<file path="config.mk">
export PLATFORM = sky130hd
export DESIGN_NAME = countdown_timer_seven_segment
export DESIGN_NICKNAME = d
export VERILOG_FILES = /design/src/rtl/cdt_pkg.sv /design/src/rtl/countdown_timer_seven_segment.sv /design/src/rtl/cdt_state.sv /design/src/rtl/cdt_digit.sv
export SDC_FILE = /design/constraint.sdc
export NUM_CORES = 1
export LEC_CHECK = 0
export BUFFER_PORTS_ARGS = -buffer_cell sky130_fd_sc_hd__buf_2
export CORE_AREA = 2 2 205 207
export CTS_CLUSTER_SIZE = 14
export DETAILED_ROUTE_END_ITERATION = 12
export DIE_AREA = 0 0 207 209
export SLEW_MARGIN = 40
export SYNTH_ARGS = -nofsm -noshare
export SYNTH_HDL_FRONTEND = slang
export SYNTH_SLANG_ARGS = --single-unit
</file>
<file path="constraint.sdc">
create_clock -name clk -period 15.05 [get_ports clk]
set_input_delay 0.7525 -clock clk [delete_from_list [all_inputs] [get_ports clk]]
set_output_delay 0.7525 -clock clk [all_outputs]
set_load 0.01 [all_outputs]
</file>
<file path="src/rtl/cdt_pkg.sv">
// shared types, constants and lookup functions for the countdown timer
// no dependencies; imported by every module of the block

package cdt_pkg;

    // display geometry
    localparam int DIGIT_COUNT = 4;
    localparam int POS_W       = 2;
    localparam logic [POS_W-1:0] MAX_POS = POS_W'(DIGIT_COUNT - 1);

    // field widths
    localparam int SEC_W = 16;
    localparam int BTN_W = 4;
    localparam int SEG_W = 7;
    localparam int EN_W  = 4;
    localparam int CFG_W = 16;

    // button bit positions in button_levels
    localparam int BTN_RESET = 0;
    localparam int BTN_START = 1;
    localparam int BTN_PLUS1 = 2;
    localparam int BTN_PLUS10 = 3;

    // configuration register indexes
    localparam logic CFG_MAX_SCAN = 1'b0;
    localparam logic CFG_PRESET   = 1'b1;

    // reset values
    localparam logic [POS_W-1:0] MAX_POS_RESET = 2'd3;
    localparam logic [SEC_W-1:0] PRESET_RESET  = 16'd0;
    localparam logic [BTN_W-1:0] LEVELS_IDLE   = 4'hF;

    // fixed-point digit extraction: frac bits and reciprocal width
    localparam int FRAC_W  = 36;
    localparam int RECIP_W = 33;
    localparam int PROD_W  = SEC_W + RECIP_W;

    // state handed from the state block to the display decode
    typedef struct packed {
        logic [SEC_W-1:0] seconds;
        logic             running;
        logic [POS_W-1:0] position;
    } cdt_view_t;

    // ceil(2^36 / 10^(pos+1)); the fraction of value/10^(pos+1) times ten gives the digit
    function automatic logic [RECIP_W-1:0] digit_recip(input logic [POS_W-1:0] pos);
        logic [RECIP_W-1:0] r;
        case (pos)
            2'd0:    r = 33'd6871947674;
            2'd1:    r = 33'd687194768;
            2'd2:    r = 33'd68719477;
            2'd3:    r = 33'd6871948;
            default: r = 33'd6871947674;
        endcase
        return r;
    endfunction

    // segments a..g, bit0 is a, active high
    function automatic logic [SEG_W-1:0] seg_decode(input logic [3:0] digit);
        logic [SEG_W-1:0] s;
        case (digit)
            4'd0:    s = 7'h3F;
            4'd1:    s = 7'h06;
            4'd2:    s = 7'h5B;
            4'd3:    s = 7'h4F;
            4'd4:    s = 7'h66;
            4'd5:    s = 7'h6D;
            4'd6:    s = 7'h7D;
            4'd7:    s = 7'h07;
            4'd8:    s = 7'h7F;
            4'd9:    s = 7'h6F;
            default: s = 7'h00;
        endcase
        return s;
    endfunction

endpackage

</file>
<file path="src/rtl/countdown_timer_seven_segment.sv">
// top level of the countdown timer with multiplexed seven-segment output
// depends on cdt_pkg, cdt_state, cdt_digit

// One transaction per scan tick; a new one can be accepted every cycle while
// in_stall is low. An accepted transaction sits in the input register, and
// its state update and digit decode land in the output register once that
// register is free. The input side stalls only while the input register is
// full and the output register holds a result that is itself stalled.
// Configuration writes (index 0 max scan position, index 1 preset seconds)
// take effect at once and should be made only while no transaction is in
// flight.

module countdown_timer_seven_segment (
    input  logic                      clk,
    input  logic                      rst_n,
    input  logic                      cfg_write,
    input  logic                      cfg_index,
    input  logic [cdt_pkg::CFG_W-1:0] cfg_data,
    input  logic                      in_valid,
    output logic                      in_stall,
    input  logic [cdt_pkg::BTN_W-1:0] button_levels,
    input  logic                      second_tick,
    output logic                      out_valid,
    input  logic                      out_stall,
    output logic [cdt_pkg::SEG_W-1:0] segment_pattern,
    output logic [cdt_pkg::EN_W-1:0]  digit_enable,
    output logic [cdt_pkg::SEC_W-1:0] seconds_value,
    output logic                      counting_flag
);
    import cdt_pkg::*;

    logic             in_full_reg;
    logic [BTN_W-1:0] levels_reg;
    logic             tick_reg;

    logic             out_full_reg;
    logic [SEG_W-1:0] seg_reg;
    logic [EN_W-1:0]  en_reg;
    logic [SEC_W-1:0] sec_reg;
    logic             run_reg;

    logic             out_free;
    logic             step;
    logic             in_take;

    cdt_view_t        view;
    logic [SEG_W-1:0] seg_next;
    logic [EN_W-1:0]  en_next;

    // handshake
    assign out_free = !out_full_reg || !out_stall;
    assign step     = in_full_reg && out_free;
    assign in_stall = in_full_reg && !out_free;
    assign in_take  = in_valid && !in_stall;

    // input register
    always_ff @(posedge clk or negedge rst_n)
    begin
        if (!rst_n)
        begin
            in_full_reg <= 1'b0;
        end
        else if (in_take)
        begin
            in_full_reg <= 1'b1;
        end
        else if (step)
        begin
            in_full_reg <= 1'b0;
        end
    end

    always_ff @(posedge clk)
    begin
        if (in_take)
        begin
            levels_reg <= button_levels;
            tick_reg   <= second_tick;
        end
    end

    // state update
    cdt_state u_state (
        .clk       (clk),
        .rst_n     (rst_n),
        .cfg_write (cfg_write),
        .cfg_index (cfg_index),
        .cfg_data  (cfg_data),
        .step      (step),
        .levels    (levels_reg),
        .tick      (tick_reg),
        .view      (view)
    );

    // digit decode
    cdt_digit u_digit (
        .view     (view),
        .segments (seg_next),
        .enable   (en_next)
    );

    // output register
    always_ff @(posedge clk or negedge rst_n)
    begin
        if (!rst_n)
        begin
            out_full_reg <= 1'b0;
        end
        else if (step)
        begin
            out_full_reg <= 1'b1;
        end
        else if (!out_stall)
        begin
            out_full_reg <= 1'b0;
        end
    end

    always_ff @(posedge clk)
    begin
        if (step)
        begin
            seg_reg <= seg_next;
            en_reg  <= en_next;
            sec_reg <= view.seconds;
            run_reg <= view.running;
        end
    end

    assign out_valid       = out_full_reg;
    assign segment_pattern = seg_reg;
    assign digit_enable    = en_reg;
    assign seconds_value   = sec_reg;
    assign counting_flag   = run_reg;

endmodule

</file>
<file path="src/rtl/cdt_state.sv">
// timer state: seconds count, run flag, button history, scan position, config registers
// depends on cdt_pkg

module cdt_state (
    input  logic                      clk,
    input  logic                      rst_n,
    input  logic                      cfg_write,
    input  logic                      cfg_index,
    input  logic [cdt_pkg::CFG_W-1:0] cfg_data,
    input  logic                      step,
    input  logic [cdt_pkg::BTN_W-1:0] levels,
    input  logic                      tick,
    output cdt_pkg::cdt_view_t        view
);
    import cdt_pkg::*;

    logic [POS_W-1:0] max_pos_reg;
    logic [SEC_W-1:0] preset_reg;
    logic [SEC_W-1:0] seconds_reg, seconds_next;
    logic             running_reg, running_next;
    logic [BTN_W-1:0] prev_levels_reg;
    logic [POS_W-1:0] scan_pos_reg, scan_pos_next;

    logic [SEC_W-1:0] sec_tick;
    logic             run_tick;
    logic [BTN_W-1:0] pressed;
    logic             run_start;
    logic [3:0]       add_amount;
    logic [SEC_W-1:0] sec_add;
    logic [POS_W-1:0] max_clamped;

    // second tick, then button edges in priority order
    always_comb
    begin
        sec_tick  = (tick && running_reg) ? seconds_reg - 16'd1 : seconds_reg;
        run_tick  = running_reg && (sec_tick != '0);
        pressed   = prev_levels_reg & ~levels;
        run_start = run_tick || (pressed[BTN_START] && (sec_tick != preset_reg));

        add_amount = 4'd0;
        if (!run_start)
        begin
            add_amount = (pressed[BTN_PLUS1] ? 4'd1 : 4'd0)
                       + (pressed[BTN_PLUS10] ? 4'd10 : 4'd0);
        end
        sec_add = sec_tick + {{(SEC_W-4){1'b0}}, add_amount};

        if (pressed[BTN_RESET])
        begin
            seconds_next = preset_reg;
            running_next = 1'b0;
        end
        else
        begin
            seconds_next = sec_add;
            running_next = run_start;
        end
    end

    // scan advance with the maximum clamped to the last digit position
    always_comb
    begin
        max_clamped   = (max_pos_reg > MAX_POS) ? MAX_POS : max_pos_reg;
        scan_pos_next = (scan_pos_reg >= max_clamped) ? '0 : scan_pos_reg + 2'd1;
    end

    // state and config registers
    always_ff @(posedge clk or negedge rst_n)
    begin
        if (!rst_n)
        begin
            max_pos_reg     <= MAX_POS_RESET;
            preset_reg      <= PRESET_RESET;
            seconds_reg     <= '0;
            running_reg     <= 1'b0;
            prev_levels_reg <= LEVELS_IDLE;
            scan_pos_reg    <= '0;
        end
        else
        begin
            if (cfg_write)
            begin
                case (cfg_index)
                    CFG_MAX_SCAN: max_pos_reg <= cfg_data[POS_W-1:0];
                    CFG_PRESET:   preset_reg  <= cfg_data[SEC_W-1:0];
                    default:      ;
                endcase
            end
            if (step)
            begin
                seconds_reg     <= seconds_next;
                running_reg     <= running_next;
                prev_levels_reg <= levels;
                scan_pos_reg    <= scan_pos_next;
            end
        end
    end

    // values shown for this transaction
    assign view.seconds  = seconds_next;
    assign view.running  = running_next;
    assign view.position = scan_pos_reg;

endmodule

</file>
<file path="src/rtl/cdt_digit.sv">
// display decode: picks the decimal digit at the scan position and maps it to segments
// depends on cdt_pkg

module cdt_digit (
    input  cdt_pkg::cdt_view_t        view,
    output logic [cdt_pkg::SEG_W-1:0] segments,
    output logic [cdt_pkg::EN_W-1:0]  enable
);
    import cdt_pkg::*;

    logic [PROD_W-1:0]   prod;
    logic [FRAC_W-1:0]   frac;
    logic [FRAC_W+3:0]   times_ten;
    logic [3:0]          digit;

    // fraction of seconds / 10^(pos+1), times ten, integer part is the digit
    always_comb
    begin
        prod      = PROD_W'(view.seconds) * PROD_W'(digit_recip(view.position));
        frac      = prod[FRAC_W-1:0];
        times_ten = ({4'b0, frac} << 3) + ({4'b0, frac} << 1);
        digit     = times_ten[FRAC_W+3:FRAC_W];
    end

    assign segments = seg_decode(digit);

    // ones digit is the most significant select line (bit 3)
    assign enable = EN_W'(4'b1000 >> view.position);

endmodule

</file>
Yosys cells after proc, flatten, opt, wreduce, memory -nomap -nowiden:

Memory sizes are Yosys's and may differ from the RTL's. A register that Yosys moved wholly into a read port is not among the register bits.
Cells that the tools add are included.

* word-level logic and storage cells: 61
* register bits: 69
* RAM bits: 0
* output and inout bits: 30
* memory bits (read-only): 112
* input port bits: 27
* bits in latches: 0
* memories kept: 1

* muxes and demuxes: 13
* $add $sub $neg: 5
* $lt $le $gt $ge: 2
* reduce and logical (&&, ||, !) cells: 17
* shifts and indexed selects: 1
* bitwise gates (word level): 3
* divide/modulo/power cells: 0
* multipliers: 1
* equal/unequal tests: 5

Memory list
* (no name shown): depth 16, width 7, rd ports 1, clocked after Yosys merged registers in 1, wr ports 0, RTL line cdt_pkg.sv:61 `case (digit)`

Operator list (count)
* $pmux W33 S4: 1
* $add A39 B37 Y40: 1
* $mul A16 B33 Y36: 1
* $mux W16: 2
* $add A16 B4 Y16: 1
* $ne A16 B16 Y1: 1
* $reduce_bool A16 Y1: 1
* $sub A16 B1 Y16 const B: 1
* $mux W4: 2
* $logic_and A1 B1 Y1: 6
* $mux W1: 6
* $add A4 B4 Y4: 1
* $and A4 B4 Y4: 1
* $eq A2 B2 Y1 const B: 2
* $logic_not A1 Y1: 4
* $mux W2: 2
* $not A4 Y4: 1
* $reduce_and A2 Y1: 2
* $shr A4 B2 Y4 const A: 1
* $add A2 B1 Y2 const B: 1
* $eq A2 B1 Y1 const B: 1
* $ge A2 B2 Y1: 1
* $gt A2 B2 Y1 const B: 1
* $logic_not A2 Y1: 1
* 4 further kinds: 5

Depth between registers and ports, before layout:

Gate-level depths: netlist of run 1.

* depth in word-level cells: 10
* mapped depth: 61
* depth with buffers taken out: 59

By module:

A second synthesis of run 1 with hierarchy kept.

* cells, all modules: 1807
* area, all modules: 17165.2 sq um

By module, submodules not included
* cdt_digit: cells each 1378, sequential area each 0.0 sq um, area an instance 12683.4 sq um, times used 1
* cdt_state: cells each 388, sequential area each 1033.5 sq um, area an instance 3398.3 sq um, times used 1
* countdown_timer_seven_segment: cells each 41, sequential area each 1041.0 sq um, area an instance 1083.5 sq um, times used 1

Worst setup path after synthesis of run 1:

OpenSTA, ideal clock, no wires.

* path type: reg-to-reg
* from: reg u_state.seconds_reg[0]
* to: reg seg_reg[4] (netlist: segment_pattern[4]), data pin
* path buffers: 3
* arrival: 12722 ps
* period minus slack after synthesis: 12983 ps
* data required time: 14790 ps
* slack: 2067 ps
* cell stages (with the launch flop): 56
* library setup time: 260 ps
* path through: dfrtp_1 > inv_1 > ha_1 > nand4b_1 > or3_1 > and2_1 > clkbuf_1 > xor2_1 > nand4_1 > nor3_1 > nand3_1 > nor4_1 > o21ai_0 > or3b_2 > fa_1 > and3b_2 > mux2i_1 > a222oi_1 > [20 not listed] > a21oi_1 > o22ai_1 > a31o_2 > a211oi_1 > nor2_1 > ha_1 > a211oi_1 > o21ai_0 > nor3_1 > a211oi_1 > or4_1 > maj3_1 > a31oi_1 > o21bai_1 > nand2b_1 > and2_1 > ha_1 > mux2_4

RTL lines
* from (decl): RTL line cdt_state.sv:19 `logic [SEC_W-1:0] seconds_reg, seconds_next;`
* from (signal assigned): RTL line cdt_state.sv:91 `seconds_reg <= seconds_next;`
* to (decl): RTL line countdown_timer_seven_segment.sv:37 `logic [SEG_W-1:0] seg_reg;`

==> flow_metrics.tcl, run 1 <==
set metrics [dict create \
    synth_xor_area_share_pct 5.001 \
    status "complete, no violations" \
    clkLatencyLatePin_ns 0.37 \
    synth_seq_cells 76 \
    num_rows 75 \
    rsz0062_at_grt "false" \
    cts_buffers 9 \
    portBuffers 56 \
    synth_mux_area_share_pct 2.471 \
    routed_via_density 5.119 \
    max_freq_mhz 71.49 \
    async_flop_share_pct 56.58 \
    synthAdderAreaFrac_pct 49.13 \
    dr.max_layer_used "met4" \
    die_h_um 209 \
    drt-initial-drc-count 636 \
    grt_pass1_vias 13020 \
    die_w_um 207 \
    synth.distinct_cells 91 \
    ff2ff_setup_slack_ns 1.06 \
    layout.cells.non_filler 2355 \
    rr_worst_depth 54 \
    arrival_ns 14.12 \
    drive_above_1_share_pct 10.24 \
    relSlewSlack_pct 44.80 \
    routedWlPerCell_um 20.24 \
    track_usage_pct 23.15 \
    cpMostUsedCell "fa_1" \
    setup_viol 0 \
    critical_path_required_ns 15.18 \
    drt_wl_total_um 47670 \
    hold_buffers 0 \
    critPathLaunch "u_state.seconds_reg[0]" \
    final_util_pct 43.42 \
    hpwl_um 41730 \
    core_area_sq_mm 0.04129 \
    drc 0 \
    cap_violations 0 \
    cts-root-buf "clkbuf_16" \
    cp-end-kind "register" \
    yosysSeqAreaShare_pct 12.45 \
    fillers 4060 \
    cts_tree "yes" \
    slew_viol_final 0 \
    die-area_sq_mm 0.04326 \
    initial_utilization_pct 40.35 \
    syn_inst 1759 \
    period_needed_ns 13.99 \
    grt_pass1_wl_um 75840 \
    grt_max_degree 44 \
    synth_nets 2263 \
    worstPathMaxFanout 7 \
    gp_congestion 0.9966 \
    skew_ns 0.01525 \
    period_share_pct 92.95 \
    regArea_sq_mm 0.002074 \
    antenna_found_initial 0 \
    vias 12060 \
    crit_type "register to register" \
    min_path_type "input pin to asynchronous set/reset pin" \
    tns_ns 0 \
    dp_cells 2328 \
    cp_slowest_cell "or4b_1" \
    syn2layout_area_growth_pct 7.607 \
    syn_area_per_cell_sq_um 9.473 \
    synth_edf_count 33 \
    yosys_warnings 0 \
    drt-pass1-iter-count 4 \
    multi_input_area_sq_mm 0.01264 \
    overflow 0 \
    ioPinCount 57 \
    cts.sinks 76 \
    nNetsFinal 2315 \
    detail-route-antenna-nets 0 \
    final_hold_viol_count 0 \
    wl_met1_um 20720 \
    yosys.area_share.simple_pct 11.27 \
    synth_area_sq_mm 0.01666 \
    synth_flop_cell "dfrtp_1" \
    worstMarginPinSlew_ns 0.8120 \
    insertedDiodeCount 0 \
    synth_compound_area_share_pct 7.704 \
    htreeDepth 3 \
    r2r-start "u_state.seconds_reg[0]" \
    synth_top_family_by_area "adder cells" \
    clock_path_buffers 2 \
    start_kind "register" \
    dr_wl_met3_um 2156 \
    hold_ws_ns 0.3873 \
    max_stage_delay_ns 0.64 \
    met2_length_um 22200 \
    clkSlewWorstSetupHoldPaths_ns 0.07 \
]
==> layout by cell type (no fill, tap or decap), types with 31 or more instances in the layout <==
cell type  instances
a21oi_1           42
buf_2             55
dfrtp_1           37
edfxtp_1          33
fa_1             294
ha_1             182
inv_1            457
nand2_1          107
nand2b_1          31
nor2_1           114
o21ai_0           44
xnor2_1           63
==> logic make-up (layout without fill, tap and decap cells) <==
kind of cell	after synthesis	after routing
buffers and inverters	505	562
adder cells (fa/ha/maj)	478	478
AND/OR/NAND/NOR	382	382
AO/OA/AOI/OAI	191	191
XOR/XNOR	91	91
flip-flops	76	76
multiplexers	36	36
==> synth_stat cells (11+ instances only) <==
cell	count	share of area, %
dfrtp_1	37	5.6
mux2_2	27	1.8
clkbuf_1	30	0.68
nand3_1	18	0.54
o21ai_0	44	1.3
nand4_1	17	0.64
ha_1	183	14
a21oi_1	43	1.3
nor4_1	11	0.41
nor2_1	116	2.6
fa_1	294	35
nand2b_1	31	1.2
xnor2_1	63	3.3
xor2_1	25	1.3
edfxtp_1	33	5.9
a21o_1	28	1.3
nand2_1	108	2.4
nor3_1	24	0.72
inv_1	460	10
==> area by class of cell <==
cell class	instances	share of cell area (%)
timing repair buffer	82	2.666
clock inverter	3	0.09770
multi-input combinational	1178	70.52
clock buffer	13	1.577
inverter	464	9.805
sequential	76	11.57
tap	539	3.761
==> layer usage <==
metal	vias up	global-route usage, %
li1	5592	-
met4	0	11.85
met2	366	37.31
met3	106	2.585
met5	-	0
met1	5992	30.97
==> critical path, delay by kind of cell, from the launching register on <==
| kind | cells | cell delay, ns |
|---|---|---|
| fa+ha+maj | 12 | 5.08 |
| simple gates | 13 | 3.21 |
| compound gates | 16 | 3.09 |
| buf+inv | 8 | 0.82 |
| xor+xnor | 3 | 0.70 |
| flops | 1 | 0.45 |
| mux | 2 | 0.37 |
==> path summary, 6_finish.rpt <==
| path | endpoint |
|---|---|
| worst max-delay path | segment_pattern[4] |
| worst min-delay path | u_state.running_reg |
| worst max register to register | segment_pattern[4] |
| worst min register to register | out_valid |
| max in group asynchronous | u_state.max_pos_reg[1] |
| min in group clk | out_valid |
==> stage by stage <==
stage | setup slack (ns) | cell area, sq um
finish | 1.062 | 17930
global route | 0.06889 | 17930
CTS | 0.3540 | 17800
detailed placement | 0.4104 | 17500
global placement | 0.7761 | 17490
floorplan | 2.067 | 16660
==> repair_timing <==
action                     4_1_cts  5_1_grt
setup buffers                    0       11
setup endpoints to repair        0        7
gates resized for setup          0       14
Power of run 1 is left out: the tool's default activity adds up to more than one toggle a clock period on the data nets, which glitch-free logic cannot reach.
==> run 2, diff against run 1 <==
CORE_AREA = 2 2 196 198   (was 2 2 205 207)
DIE_AREA = 0 0 198 200   (was 0 0 207 209)
HOLD_SLACK_MARGIN = 0.03   (was not set)
==> run 2 against run 1 <==
Compared with the run above: worst hold slack got worse by 0.030 ns; global-route usage grew 3.4 points; final cell count is 1.1% lower; core utilization rose by 4.3 points; fmax is 2.5% lower; cell area down 0.40%; first-iteration DRC count fell by 4.1%; via count down 0.51%; critical endpoint is now segment_pattern[1].
==> flow_metrics.tcl, run 2 (same netlist as run 1, synthesis figures left out) <==
set metrics [dict create \
    nNetsFinal 2317 \
    routedWlPerCell_um 21.10 \
    drt-initial-drc-count 610 \
    post-place-ws_ns 0.2657 \
    portBuffers 56 \
    cts_buffers 9 \
    drt_wl_total_um 49140 \
    hold_buffers 0 \
    grt_pass1_vias 13150 \
    detail-route-antenna-nets 0 \
    min_path_type "input pin to asynchronous set/reset pin" \
    antenna_found_initial 1 \
    worstMarginPinSlew_ns 0.7342 \
    period_share_pct 95.31 \
    cts.sinks 76 \
    clock_path_buffers 2 \
    die_h_um 200 \
    grt_max_degree 44 \
    die_w_um 198 \
    slew_viol_final 0 \
    tns_ns 0 \
    final_hold_viol_count 0 \
    htreeDepth 3 \
    num_rows 71 \
    max_stage_delay_ns 0.60 \
    crit_type "register to register" \
    cp-end-kind "register" \
    ioPinCount 57 \
    cts-root-buf "clkbuf_16" \
    syn2layout_area_growth_pct 7.179 \
    hpwl_um 42860 \
    status "complete, no violations" \
    final_util_pct 47.75 \
    cap_violations 0 \
    drc 0 \
    cts_tree "yes" \
    layout_commonest_cell "inv_1" \
    drt-pass1-iter-count 5 \
    clkSlewWorstSetupHoldPaths_ns 0.07 \
    max_freq_mhz 69.72 \
    clkLatencyLatePin_ns 0.37 \
    worstPathMaxFanout 10 \
    insertedDiodeCount 0 \
    initial_utilization_pct 44.55 \
    routed_via_density 5.150 \
    arrival_ns 14.46 \
    grt_pass1_wl_um 77400 \
    start_kind "register" \
    overflow 0 \
    dp_cells 2308 \
    final_cell_mix "459 x inv_1, 294 x fa_1, 183 x ha_1" \
    critical_path_required_ns 15.17 \
    gp_congestion 1.024 \
    period_needed_ns 14.34 \
    relSlewSlack_pct 49.65 \
    vias 12000 \
    drive_above_1_share_pct 9.901 \
    setup_viol 0 \
    layout.cells.non_filler 2329 \
    track_usage_pct 26.55 \
    core_area_sq_mm 0.03740 \
    cp_slowest_cell "fa_1" \
    timing.final.ws_setup_ns 0.7063 \
    die-area_sq_mm 0.03960 \
    fillers 3616 \
    cpMostUsedCell "fa_1" \
    skew_ns 0.01225 \
]
[run 2: cell count changes in the layout (fill, tap and decap cells not counted), moves of 2 or more]
cell	previous run	this run
and2_2	2	0
clkinv_4	1	3
and2_1	7	9
inv_2	4	2
inv_1	457	459
inv_4	0	2
clkbuf_16	11	9
[run 2: final timing paths]
check | slack [ns] | to | cells after the start | from
setup / recovery | 0.71 | segment_pattern[1] | 56 | u_state.seconds_reg[0]
hold / removal | 0.36 | u_state.preset_reg[5] | 1 | rst_n
setup reg to reg | 0.71 | segment_pattern[1] | 56 | u_state.seconds_reg[0]
hold reg to reg | 0.51 | u_state.prev_levels_reg[1] | 1 | levels_reg[1]
max in group asynchronous | 14.26 | u_state.max_pos_reg[1] | 1 | rst_n
min in group clk | 0.51 | u_state.prev_levels_reg[1] | 1 | levels_reg[1]
[run 2: cell type report]
type	count	area (sq um)	share of cell area [%]
clock buffers	10	229.0	1.282
clock inverters	6	48.80	0.2732
inverters	464	1757	9.837
multi-input cells	1178	12620	70.66
flip-flops and latches	76	2074	11.62
well taps	511	639.4	3.580
repair buffers	84	490.5	2.746
[run 2: through the flow]
step,hold slack (ns),cell area [sq um]
2_1_floorplan,0.4569,16660
3_3_place_gp,0.4685,17510
3_5_place_dp,0.4970,17520
4_1_cts,0.3860,17800
5_1_grt,0.3961,17860
6_report,0.3571,17860
[run 2: what timing repair did]
action / in CTS / in global routing
setup endpoints to repair: 0 / 7
buffers inserted: 0 / 5
resized for setup: 0 / 5
[run 2: per-layer routing]
layer / GRT usage, % / routed length [um] / up-vias
met5: 0 / 0 / -
li1: - / - / 5591
met2: 45.47 / 24000 / 330
met1: 33.98 / 20580 / 5987
met4: 11.81 / 2346 / 0
met3: 3.175 / 2221 / 87
[run 2: critical path, delay by kind of cell (launching register included)]
kind                       cells  cell delay (ns)
AOI/OAI and AO/OA             14             2.78
xor gates and xnor gates       2             0.33
adders and majority gates     13             5.40
buffers and inverters          8             0.82
DFF                            1             0.48
muxes                          2             0.43
and+or+nand+nor               17             3.83
Power of run 2 is left out for the same reason.
